### config.mk
export PLATFORM = sky130hd
export DESIGN_NAME = sat_clause_satisfaction_counter
export DESIGN_NICKNAME = d
export VERILOG_FILES = /design/src/scc_pkg.sv /design/src/sat_clause_satisfaction_counter.sv /design/src/scc_ram.sv
export SDC_FILE = /design/constraint.sdc
export NUM_CORES = 2
export LEC_CHECK = 0
export BUFFER_PORTS_ARGS = -buffer_cell sky130_fd_sc_hd__buf_2
export CAP_MARGIN = 10
export CORE_ASPECT_RATIO = 1.75
export CORE_MARGIN = 2
export CORE_UTILIZATION = 60
export DETAILED_ROUTE_END_ITERATION = 10
export HOLD_SLACK_MARGIN = 0.08
export PLACE_DENSITY = 0.76
export SETUP_SLACK_MARGIN = 0.02
export SYNTH_ARGS = -nofsm -noshare
export SYNTH_HDL_FRONTEND = slang
export SYNTH_SLANG_ARGS = --single-unit
### constraint.sdc
create_clock -name clk -period 16.6 [get_ports clk]
set_input_delay 3.32 -clock clk [delete_from_list [all_inputs] [get_ports clk]]
set_output_delay 3.32 -clock clk [all_outputs]
set_load 0.005 [all_outputs]
### src/scc_pkg.sv
`timescale 1ns / 1ps
// Shared constants and codes for the satisfied-clause counter.
// No dependencies; imported by the counter and its testbench.
package scc_pkg;

	localparam int NUM_CLAUSES = 32;
	localparam int NUM_VARS    = 64;

	localparam int VAR_W    = 6;
	localparam int CLAUSE_W = 5;
	localparam int CODE_W   = 2;
	localparam int COUNT_W  = 6;

	localparam int VAR_AW  = (NUM_VARS > 1) ? $clog2(NUM_VARS) : 1;
	localparam int ENTRY_W = 2 * NUM_CLAUSES;
	localparam int SUM_W   = $clog2(NUM_CLAUSES + 1);

	typedef enum logic {
		MODE_LOAD   = 1'b0,
		MODE_ASSIGN = 1'b1
	} mode_t;

	typedef enum logic [CODE_W-1:0] {
		LIT_ABSENT = 2'd0,
		LIT_POS    = 2'd1,
		LIT_NEG    = 2'd2,
		LIT_UNUSED = 2'd3
	} lit_code_t;

endpackage

### src/sat_clause_satisfaction_counter.sv
`timescale 1ns / 1ps
// Top level of the satisfied-clause counter.
// Depends on scc_pkg and on scc_ram for the literal store.

// Satisfied-clause counter. Raise start with mode = load to place one literal
// (positive, negative or absent) of clause clause_index in variable var_index;
// raise start with mode = assign to present one variable's truth value. Busy
// never rises, so a beat may be offered in every cycle. The rate is set by the
// literal store, a RAM read issued at the beat and consumed in the next cycle;
// a store hit on the entry written by the previous beat is forwarded. The assign
// beat flagged last_var raises done for exactly one cycle, done being registered
// from stage 1, with satisfied_count holding the number of clauses satisfied;
// the receiver must take it then. The satisfied marks clear for the next
// assignment. After reset the store reads as empty at once (per-entry valid
// flags), with no clearing pass.
module sat_clause_satisfaction_counter (
	input  logic                          clk,
	input  logic                          arst_n,
	input  logic                          start,
	output logic                          busy,
	input  logic                          mode,
	input  logic [scc_pkg::VAR_W-1:0]     var_index,
	input  logic [scc_pkg::CLAUSE_W-1:0]  clause_index,
	input  logic [scc_pkg::CODE_W-1:0]    literal_code,
	input  logic                          var_value,
	input  logic                          last_var,
	output logic                          done,
	output logic [scc_pkg::COUNT_W-1:0]   satisfied_count
);

	import scc_pkg::*;

	// Stage 1: the beat whose store entry returns this cycle
	logic                s1_valid_q;
	mode_t               mode_s1;
	logic [VAR_W-1:0]    var_s1;
	logic [CLAUSE_W-1:0] clause_s1;
	lit_code_t           code_s1;
	logic                value_s1;
	logic                last_s1;

	logic [NUM_VARS-1:0]    entry_valid_q;
	logic [NUM_CLAUSES-1:0] marks_q;

	// Forward path for a write landing at the same edge as the next read
	logic               fwd_valid_q;
	logic [VAR_AW-1:0]  fwd_addr_q;
	logic [ENTRY_W-1:0] fwd_data_q;

	logic                   accept;
	logic [VAR_AW-1:0]      rd_addr;
	logic [VAR_AW-1:0]      addr_s1;
	logic [ENTRY_W-1:0]     ram_rdata;
	logic [ENTRY_W-1:0]     entry;
	logic [NUM_CLAUSES-1:0] pos_mask;
	logic [NUM_CLAUSES-1:0] neg_mask;
	logic [NUM_CLAUSES-1:0] clause_bit;
	logic [NUM_CLAUSES-1:0] pos_new;
	logic [NUM_CLAUSES-1:0] neg_new;
	logic [ENTRY_W-1:0]     wr_data;
	logic                   wr_en;
	logic                   var_ok;
	logic                   clause_ok;
	logic                   is_assign;
	logic [NUM_CLAUSES-1:0] marks_next;
	logic [SUM_W-1:0]       ones;
	logic [COUNT_W-1:0]     count_sat;

	assign busy    = 1'b0;
	assign accept  = start && !busy;
	assign rd_addr = var_index[VAR_AW-1:0];
	assign addr_s1 = var_s1[VAR_AW-1:0];

	scc_ram #(
		.WIDTH (ENTRY_W),
		.DEPTH (NUM_VARS)
	) u_lit_ram (
		.clk   (clk),
		.we    (wr_en),
		.waddr (addr_s1),
		.wdata (wr_data),
		.raddr (rd_addr),
		.rdata (ram_rdata)
	);

	// Hold the beat in stage 1 while its store entry is read
	always_ff @(posedge clk or negedge arst_n) begin
		if (!arst_n) begin
			s1_valid_q <= 1'b0;
		end else begin
			s1_valid_q <= accept;
		end
	end

	always_ff @(posedge clk) begin
		if (accept) begin
			mode_s1   <= mode_t'(mode);
			var_s1    <= var_index;
			clause_s1 <= clause_index;
			code_s1   <= lit_code_t'(literal_code);
			value_s1  <= var_value;
			last_s1   <= last_var;
		end
	end

	// Entry as of now: forwarded write, else stored data, else empty
	always_comb begin
		priority if (fwd_valid_q && fwd_addr_q == addr_s1) begin
			entry = fwd_data_q;
		end else if (entry_valid_q[addr_s1]) begin
			entry = ram_rdata;
		end else begin
			entry = '0;
		end
	end

	assign pos_mask = entry[NUM_CLAUSES-1:0];
	assign neg_mask = entry[ENTRY_W-1:NUM_CLAUSES];

	assign var_ok     = {1'b0, var_s1} < (VAR_W+1)'(NUM_VARS);
	assign clause_ok  = {1'b0, clause_s1} < (CLAUSE_W+1)'(NUM_CLAUSES);
	assign clause_bit = NUM_CLAUSES'(1) << clause_s1;
	assign is_assign  = s1_valid_q && mode_s1 == MODE_ASSIGN;

	// Literal load: clear both bits of the clause, then set the coded one
	always_comb begin
		pos_new = pos_mask & ~clause_bit;
		neg_new = neg_mask & ~clause_bit;
		unique case (code_s1)
			LIT_POS:    pos_new = pos_new | clause_bit;
			LIT_NEG:    neg_new = neg_new | clause_bit;
			LIT_ABSENT: ;
			default:    ;
		endcase
	end

	assign wr_data = {neg_new, pos_new};
	assign wr_en   = s1_valid_q && mode_s1 == MODE_LOAD && var_ok && clause_ok;

	// Assignment: fold in the mask that the value selects
	always_comb begin
		marks_next = marks_q;
		if (var_ok) begin
			marks_next = marks_q | (value_s1 ? pos_mask : neg_mask);
		end
	end

	assign ones = SUM_W'($countones(marks_next));

	// Saturate the count to the result width
	always_comb begin
		if (SUM_W > COUNT_W && ones > SUM_W'({COUNT_W{1'b1}})) begin
			count_sat = '1;
		end else begin
			count_sat = COUNT_W'(ones);
		end
	end

	always_ff @(posedge clk or negedge arst_n) begin
		if (!arst_n) begin
			entry_valid_q <= '0;
			marks_q       <= '0;
			fwd_valid_q   <= 1'b0;
			done          <= 1'b0;
		end else begin
			fwd_valid_q <= wr_en;
			done        <= is_assign && last_s1;
			if (wr_en) begin
				entry_valid_q[addr_s1] <= 1'b1;
			end
			if (is_assign) begin
				// Drop the marks once the count is taken
				marks_q <= last_s1 ? '0 : marks_next;
			end
		end
	end

	always_ff @(posedge clk) begin
		if (wr_en) begin
			fwd_addr_q <= addr_s1;
			fwd_data_q <= wr_data;
		end
		if (is_assign && last_s1) begin
			satisfied_count <= count_sat;
		end
	end

endmodule

### src/scc_ram.sv
`timescale 1ns / 1ps
// Generic single-port-write, single-port-read RAM with a registered read.
// No dependencies.
module scc_ram #(
	parameter int WIDTH = 8,
	parameter int DEPTH = 16
) (
	input  logic                                   clk,
	input  logic                                   we,
	input  logic [(DEPTH > 1 ? $clog2(DEPTH) : 1)-1:0] waddr,
	input  logic [WIDTH-1:0]                       wdata,
	input  logic [(DEPTH > 1 ? $clog2(DEPTH) : 1)-1:0] raddr,
	output logic [WIDTH-1:0]                       rdata
);

	logic [WIDTH-1:0] mem_q [DEPTH];

	always_ff @(posedge clk) begin
		if (we) begin
			mem_q[waddr] <= wdata;
		end
		rdata <= mem_q[raddr];
	end

endmodule

==> results_dict.tcl <==
set metrics [dict create \
    first_global_vias 84100 \
    synth-xor-area-share_pct 0.0473 \
    clkSinkCount 4351 \
    finClkSkew_ps 42.5 \
    synth_top_family_by_area "multiplexers" \
    placementRows 255 \
    yosys_most_used_dff "sky130_fd_sc_hd__edfxtp_1" \
    r2r_end "satisfied_count[4]$_DFFE_PP_" \
    synth_area_per_cell_um2 24.1 \
    clk-insertion-delay-late_ps 950 \
    run_status "completed" \
    multi_input_area_um2 36600 \
    floorplan.io_pins 27 \
    cts.hold.buffers_added 0 \
    cts_repair_resize_count 0 \
    cellLeakagePower_nw 58.6 \
    dp_slack_ps 8310 \
    clk_transition_reported_paths_ps 70 \
    synth-async-reset-ratio_pct 2.28 \
    nFillCells 15800 \
    tritoncts "done" \
    dr_total_vias 82600 \
    post_synthesis_sequential_element_count 4351 \
    global_route.overflow_total 0 \
    storage_cell_area_um2 130000 \
    setup.reg_to_reg.worst_slack_ps 8440 \
    grt_first_pass_wirelength_mm 671 \
    synth_compound_gate_area_share_pct 1.15 \
    most-common-layout-cells "sky130_fd_sc_hd__edfxtp_1 (4188), sky130_fd_sc_hd__mux4_2 (1351), sky130_fd_sc_hd__clkbuf_16 (364)" \
    buffer_cell_driving_the_clock_tree_root "sky130_fd_sc_hd__clkbuf_16" \
    worstSetupEndpoint "satisfied_count[4]$_DFFE_PP_" \
    placement.io_buffers 25 \
    post-layout-total-power_mw 23.6 \
    gp_congestion 0.905 \
    worstPathArrival_ps 8830 \
    final.setup.tns_ps 0 \
    yosys.area_share.simple_pct 1.36 \
    synth_warnings 0 \
    timing.max_slew.rel_slack_pct 7.45 \
    synth_edf_count 4188 \
    netlist_area_um2 167000 \
    postCtsSetupRepairBufs 0 \
    worst_path_class_setup "reg2reg" \
    core_area_um2 276000 \
    number_of_maximum_capacitance_constraint_violations 0 \
    worst_reg2reg_startpoint "addr_s1[0]$_DFFE_PP_" \
    cp-end-kind "register" \
    numPlacedInstances 10400 \
    min_period_over_period_pct 49.1 \
    avgViaCountPerCell 7.46 \
    worstPathMaxFanout 64 \
    hold_crit_path_type "reg2reg" \
    drc 0 \
    cts_max_level 5 \
    fp.dieW_um 402 \
    peakVddDrop_uv 208 \
    post_drt_antenna_nets 0 \
    powerDensity_nw_per_um2 128 \
    final_number_of_hold_violating_endpoints 0 \
    tightestPinTransition_ps 1390 \
    timing.critical_path.from "addr_s1[0]$_DFFE_PP_" \
    nNetsFinal 7234 \
    timing_max_transition_violations_final 0 \
    drt_first_iter_violations 13200 \
    drt_pass1_iterations 6 \
    timing.final.setup_violations 0 \
    setup_ws_ps 8440 \
    r2r.worst_path.cells 21 \
    sequential_cell_area_fraction_in_the_yosys_report_pct 77.8 \
    synth_nets 6956 \
    floorplan.die_area_um2 282000 \
    dp_hpwl_mm 239 \
    detail_route.wl_per_cell_um 43.8 \
    finalNonFillerCells 11100 \
    achievable-frequency_mhz 123 \
    unrepaired_setup_endpoints_after_global_routing "false" \
    finalCoreUtilization_pct 66.9 \
    syn_to_final_growth_pct 10.9 \
    initial_utilization_pct 60.3 \
    finalWirelength_mm 485 \
    die_height_um 701 \
    synth_cell_types 48 \
    cts_inserted_buffers 357 \
    post_synth_fa_ha_maj_area_fraction_pct 0.341 \
    setup.worst_path.start_class "register" \
    cts_buffer_depth 4 \
    synth_mux_area_share_pct 18.3 \
    grt_antenna_before_repair 13 \
    final_common_cell "sky130_fd_sc_hd__edfxtp_1" \
    final_critical_path_required_period_ps 8160 \
    post_route_cells_drive_above_1_share_pct 32.0 \
    critPathRequiredTime_ps 17270 \
    grt.total_usage_pct 34.9 \
    synthesis.instances 6906 \
    grt_start_max_net_pins 139 \
]
[worst max-delay path: stages (launching register included)]
cell and delay [ps]:
sky130_fd_sc_hd__edfxtp_1 850, sky130_fd_sc_hd__nor2_1 270, sky130_fd_sc_hd__a221oi_1 320, sky130_fd_sc_hd__o21ai_1 170, sky130_fd_sc_hd__a2111oi_4 360, sky130_fd_sc_hd__buf_4 670
sky130_fd_sc_hd__a21oi_1 190, sky130_fd_sc_hd__o32ai_1 480, sky130_fd_sc_hd__nand2_1 140, sky130_fd_sc_hd__fa_1 510, sky130_fd_sc_hd__fa_1 510, sky130_fd_sc_hd__inv_1 50
sky130_fd_sc_hd__fa_1 520, sky130_fd_sc_hd__inv_1 60, sky130_fd_sc_hd__fa_1 530, sky130_fd_sc_hd__fa_1 450, sky130_fd_sc_hd__fa_1 490, sky130_fd_sc_hd__ha_1 250
sky130_fd_sc_hd__fa_1 470, sky130_fd_sc_hd__a21o_1 200, sky130_fd_sc_hd__a21oi_1 190, sky130_fd_sc_hd__xnor2_1 100
[how the worst min path moves through the flow]
stage | start | to | slack (ps) | cells after the start
6_report | entry_valid_q[31]$_DFFE_PN0P_ | entry_valid_q[31]$_DFFE_PN0P_ | 460 | 1
5_1_grt | entry_valid_q[51]$_DFFE_PN0P_ | entry_valid_q[51]$_DFFE_PN0P_ | 480 | 1
4_1_cts | entry_valid_q[31]$_DFFE_PN0P_ | entry_valid_q[31]$_DFFE_PN0P_ | 460 | 1
3_5_place_dp | entry_valid_q[31]$_DFFE_PN0P_ | entry_valid_q[31]$_DFFE_PN0P_ | 450 | 1
3_3_place_gp | entry_valid_q[41]$_DFFE_PN0P_ | entry_valid_q[41]$_DFFE_PN0P_ | 440 | 1
2_1_floorplan | addr_s1[0]$_DFFE_PP_ | fwd_addr_q[0]$_DFFE_PP_ | 420 | 0
[stage by stage]
step	instance area, µm²	hold WS, ps
6_report	185000	465
5_1_grt	185000	482
4_1_cts	184000	465
3_5_place_dp	173000	449
3_3_place_gp	173000	445
2_1_floorplan	167000	424
[metal layers]
metal,up-vias,part of all wire (%),track usage [%]
met5,-,0.013,0
met4,8,8.2,23.1
met3,1753,11,7.42
met2,7216,50,57.9
met1,43600,30,41.5
li1,30000,-,-
[power by group]
| group | internal [mW] | switching, mW |
|---|---|---|
| Combinational | 0.873 | 1.49 |
| Sequential | 12.6 | 0.106 |
| Clock | 4.59 | 3.96 |
[flip-flops by register name, summed over array words and instances, names as in the netlist]
name and cells:
done 1, fwd_valid_q 1, satisfied_count 6, fwd_addr_q 6
entry_valid_q 64, fwd_data_q 64, u_lit_ram.mem_q 4096, u_lit_ram.rdata 64
clause_s1 5, s1_valid_q 1, code_s1 2, marks_q 32
value_s1 1, addr_s1 6, last_s1 1, mode_s1 1
[Yosys cell counts (all sizes together) (3+ instances only)]
cell type  count  area [µm²]
edfxtp      4188      126000
mux4        1351       30400
clkbuf       264         991
o21ai        157         786
nand2        123         462
buf          100         448
dfrtp         99        2480
a21oi         88         440
nor2          81         304
or2           68         425
and2          66         413
dfxtp         64        1280
inv           50         188
nand2b        50         313
o32ai         32         475
fa            24         480
or3           12        75.1
a31oi         10        62.6
mux2           8        90.1
ha             7        87.6
nand3          7        35.0
nor2b          7        43.8
xnor2          7        61.3
nand3b         6        45.0
a22oi          4        30.0
and4b          3        30.0
nor3b          3        22.5
[area by class of cell]
class | instances | share of cell area [%]
clock inverters | 196 | 1.05
diodes | 5 | 0.00678
inverters | 50 | 0.102
multi-input cells | 2141 | 19.8
flip-flops and latches | 4351 | 70.2
well taps | 3598 | 2.44
repair buffers | 283 | 1.27
clock buffers | 450 | 5.17
[logic make-up after synthesis]
kind of cell             count (synthesis)
AND/OR/NAND/NOR                        436
buffers and inverters                  414
other                                    1
multiplexers                          1361
AO/OA/AOI/OAI                          303
adder cells (fa/ha/maj)                 31
flip-flops                            4351
XOR/XNOR                                 9
Power figures use the tool's default switching activity.
